==> config.mk <==
export PLATFORM = sky130hd
export DESIGN_NAME = dlb_mmul
export DESIGN_NICKNAME = d
export VERILOG_FILES = /design/src/rtl/dlb_pkg.sv /design/src/rtl/dlb_mmul.sv
export SDC_FILE = /design/constraint.sdc
export NUM_CORES = 1
export LEC_CHECK = 0
export ABC_AREA = 1
export BUFFER_PORTS_ARGS = -buffer_cell sky130_fd_sc_hd__buf_4
export CORE_ASPECT_RATIO = 0.6
export CORE_MARGIN = 3
export CORE_UTILIZATION = 44
export DETAILED_ROUTE_END_ITERATION = 16
export SLEW_MARGIN = 25
export SYNTH_ARGS = -nofsm -noshare
export SYNTH_HDL_FRONTEND = slang
export SYNTH_SLANG_ARGS = --single-unit
==> constraint.sdc <==
create_clock -name clk_i -period 8.1 [get_ports clk_i]
set_clock_uncertainty 0.05 [all_clocks]
set_input_delay 1.62 -clock clk_i [delete_from_list [all_inputs] [get_ports clk_i]]
set_output_delay 1.62 -clock clk_i [all_outputs]
set_load 0.02 [all_outputs]
==> src/rtl/dlb_pkg.sv <==
package dlb_pkg;

  // Fixed field widths of the item ports
  localparam int unsigned FIELD_W = 31;
  localparam int unsigned EXP_W   = 32;
  // Baby-step index as kept in the store
  localparam int unsigned J_W     = 16;

  typedef enum logic [1:0] {
    OP_FIND,
    OP_INSERT,
    OP_CLEAR
  } store_op_e;

  typedef struct packed {
    logic      valid;
    store_op_e op;
  } store_req_t;

  typedef struct packed {
    logic           idle;
    logic           done;
    logic           hit;
    logic [J_W-1:0] j;
  } store_rsp_t;

  typedef enum logic [2:0] {
    SS_INIT,
    SS_IDLE,
    SS_PROBE,
    SS_CHECK,
    SS_CLEAR
  } store_state_e;

  typedef enum logic [4:0] {
    ST_IDLE,
    ST_RED_A,
    ST_RED_T,
    ST_SQRT,
    ST_EUC_GO,
    ST_EUC_WAIT,
    ST_EUC_UPD,
    ST_EUC_NORM,
    ST_CLEAR,
    ST_B_GO,
    ST_B_MT,
    ST_B_INS,
    ST_B_MI,
    ST_B_MA,
    ST_G_GO,
    ST_G_FIND,
    ST_G_MW,
    ST_DONE
  } dlb_state_e;

endpackage

==> src/rtl/dlb_mmul.sv <==
module dlb_mmul #(
  parameter int unsigned VW = 31
) (
  input  logic          clk_i,
  input  logic          rst_ni,
  input  logic          start_i,
  input  logic [VW-1:0] x_i,
  input  logic [VW-1:0] y_i,
  input  logic [VW-1:0] md_i,
  output logic          done_o,
  output logic [VW-1:0] res_o,
  output logic [VW-1:0] quo_o
);
  import dlb_pkg::*;

  localparam int unsigned CW = (VW > 1) ? $clog2(VW) : 1;

  logic          busy_q;
  logic          done_q;
  logic [CW-1:0] cnt_q;
  logic [VW-1:0] r_q, q_q, x_q, y_q, md_q;

  logic [VW+1:0] sum, t1, t2, md_ext;
  logic          qbit;

  // One bit of y per cycle: r = (2r + bit*x) mod md, x no larger than md
  always_comb begin
    md_ext = {2'b00, md_q};
    sum    = {1'b0, r_q, 1'b0} + (y_q[VW-1] ? {2'b00, x_q} : '0);
    qbit   = (sum >= md_ext);
    t1     = qbit ? (sum - md_ext) : sum;
    t2     = (t1 >= md_ext) ? (t1 - md_ext) : t1;
  end

  always_ff @(posedge clk_i or negedge rst_ni) begin
    if (!rst_ni) begin
      busy_q <= 1'b0;
      done_q <= 1'b0;
      cnt_q  <= '0;
      r_q    <= '0;
      q_q    <= '0;
      x_q    <= '0;
      y_q    <= '0;
      md_q   <= '0;
    end else begin
      done_q <= 1'b0;
      if (start_i) begin
        busy_q <= 1'b1;
        cnt_q  <= CW'(VW - 1);
        r_q    <= '0;
        q_q    <= '0;
        x_q    <= x_i;
        y_q    <= y_i;
        md_q   <= md_i;
      end else if (busy_q) begin
        r_q <= t2[VW-1:0];
        q_q <= {q_q[VW-2:0], qbit};
        y_q <= {y_q[VW-2:0], 1'b0};
        if (cnt_q == '0) begin
          busy_q <= 1'b0;
          done_q <= 1'b1;
        end else begin
          cnt_q <= cnt_q - CW'(1);
        end
      end
    end
  end

  assign done_o = done_q;
  assign res_o  = r_q;
  assign quo_o  = q_q;

endmodule

==> flow_summary.toml <==
[critical_path]
cp_slowest_cell = "dfrtp_1"
rr_endpoint = "res_o[23]"
required_ns = 8.38
worstSetupEndpointType = "flop"
max_stage_delay_ns = 0.44
cp-startpoint = "y_q[30]"
cp_common_cell = "nand2_1"
path_class = "reg2reg"
arrival_ns = 7.70
path_delay_family = "simple AND/OR/NAND/NOR gates"
worst-path-buf-inv = 10
rr_worst_depth = 44
reg2reg_setup_slack_ns = 0.68
startpoint_type = "flop"
reg2reg_from = "y_q[30]"
cp_max_fo = 27

[clock_network]
cts_buffer_depth = 2
path_clk_slew_ns = 0.07
clock_latency_ns = 0.45
clock_sinks = 162
cts_tree = "yes"
hold_buffers = 0
htree_num_levels = 4
clk_root_buffer_cell = "clkbuf_16"
numCtsBuffers = 17

[hold_path]
min_path_cells = 2
min_to = "x_q[24]"
hp-class = "reg2reg"
hold_start = "x_q[24]"

[timing]
hold_ws_ns = 0.4267
slew_headroom_pct = 43.01
timing.setup.tns_ns = 0
finalCriticalPeriod_ns = 7.424
max_freq_ghz = 0.1347
finalCritPeriodShare_pct = 91.65
tightest_slew_ns = 0.8548
slew_viol_final = 0
rsz0062_at_grt = "no"
hold_viol = 0
finalSetupViolations = 0

[floorplan]
num_rows = 47
die_h_um = 136.9
core_area_um2 = 27820
dieArea_um2 = 30690
initial_core_util_pct = 45.18
top_level_ports = 159
die_x_um = 224.2

[job]
drv_cap = 0

[placement]
io_buffers = 158
hpwlAfterDp_um = 33670
routabilityCongestion = 0.9639

[synth]
ys_warn_count = 0
synthesis.nets = 1997
syn-cell-area_um2 = 12570
yosysMostFrequentCell = "nand2_1"
synth_area_leaders = "dfrtp_1 (32%), nand2_1 (16%), ha_1 (9.4%)"
postSynthAreaPerCell_um2 = 6.966
post-synth-top-area-cell = "dfrtp_1"
synth_edf_count = 0
synth_commonest_cells = "nand2_1 (538), inv_1 (272), dfrtp_1 (162)"
synth_top_cell_area_share_pct = 32.26
async_flop_share_pct = 100.0
ys_seq_elements = 162
ys_seq_area_share_pct = 32.26
ys.flop_type = "dfrtp_1"
synth_cells = 1804
yosysUniqueCellTypes = 44

[finish]
num-fill-cells = 2829
final_net_count = 2136
drive_gt1_share_pct = 11.81
antenna_cells = 0
area_growth_pct = 16.51
multi_input_area_um2 = 7206
regArea_um2 = 4054

[drt]
drt_iter0_markers = 1195
remaining_drc_errors = 0
drtAntennaViolNets = 0
vias = 12380
via_per_inst = 5.329
drt_pre_antenna_iters = 5
wl_per_cell_um = 18.06
wirelength_um = 41950

[global_routing]
grt.total_usage_pct = 27.64
grt_pass1_vias = 11266
grt_pass1_wl_um = 65160
antenna_found_initial = 0
grt_max_degree = 92
grt.overflow.total = 0

[status]
status = "completed"
cells in the final DEF (no fill, tap or decap), types with 7 or more instances in the layout:
master / netlist / routed
nand3_1: 101 / 101
a21oi_1: 109 / 109
nor4_1: 8 / 8
buf_4: 6 / 169
a21o_1: 13 / 13
ha_1: 94 / 94
clkbuf_16: 0 / 17
xor2_1: 35 / 35
dfrtp_1: 162 / 162
inv_1: 272 / 272
o22ai_1: 30 / 30
nand2_2: 7 / 7
xnor2_1: 45 / 45
a31oi_1: 12 / 12
nand4_1: 14 / 14
o21ai_0: 96 / 94
nor3_1: 14 / 14
o221ai_1: 31 / 31
nor2_1: 91 / 88
nand2_1: 538 / 538
o21ai_1: 25 / 27
worst max-delay path by stage:
stage                           end  slack (ns)  depth (start not counted)
after floorplan           res_o[15]        2.02                         44
after global placement    res_o[29]        0.61                         44
after detailed placement  res_o[24]        0.64                         42
after CTS                 res_o[23]        0.58                         44
after global routing      res_o[23]       0.007                         44
final                     res_o[23]        0.68                         44
registers in the layout, indices dropped and copies added (netlist names):
name,cells
md_q,31
quo_o,31
res_o,31
x_q,31
y_q,31
cnt_q,5
busy_q,1
done_o,1
worst reg2reg max path: cells and delay by family, from the launching register on:
kind / cells / cell delay, ns
compound gates: 9 / 1.71
fa+ha+maj: 3 / 1.13
xor+xnor: 1 / 0.32
flops: 1 / 0.44
buf+inv: 10 / 1.26
simple gates: 21 / 2.43
metrics by stage:
step	util, %	instances	worst slack (ns)	cell area, µm²
global placement	50.52	2291	0.6143	14050
global route	52.63	2323	0.006862	14640
floorplan	-	1804	2.022	12570
CTS	52.57	2323	0.5798	14620
detailed placement	50.52	2291	0.6370	14050
finish	52.63	2323	0.6760	14640
layer usage:
metal | share of wire [%] | global-route usage [%]
met5 | 0 | 0
met4 | 1.2 | 5.889
met3 | 7.3 | 5.959
met2 | 39 | 37.70
met1 | 52 | 43.91
logic make-up after synthesis:
family                     Yosys count  share of synthesized area (%)
and+or+nand+nor                    788                          25.68
AOI/OAI and AO/OA                  347                          16.15
buffers and inverters              330                          10.49
DFF                                162                          32.26
adders and majority gates           97                          9.838
xor gates and xnor gates            80                          5.576
layout make-up:
class                      count  share of cell area [%]
timing repair buffer         173                   8.974
inverter                     277                   7.102
clock inverter                13                  0.7863
tap                          367                   3.136
multi-input combinational   1312                   49.22
sequential                   162                   27.69
clock buffer                  19                   3.094
timing repair:
| action | in CTS | in global routing |
|---|---|---|
| buffers inserted | 0 | 0 |
| resized for setup | 0 | 7 |
| setup endpoints to repair | 0 | 31 |
Power is not shown: default switching activity piles up to over one toggle a cycle in this logic, so the estimate is an artifact.
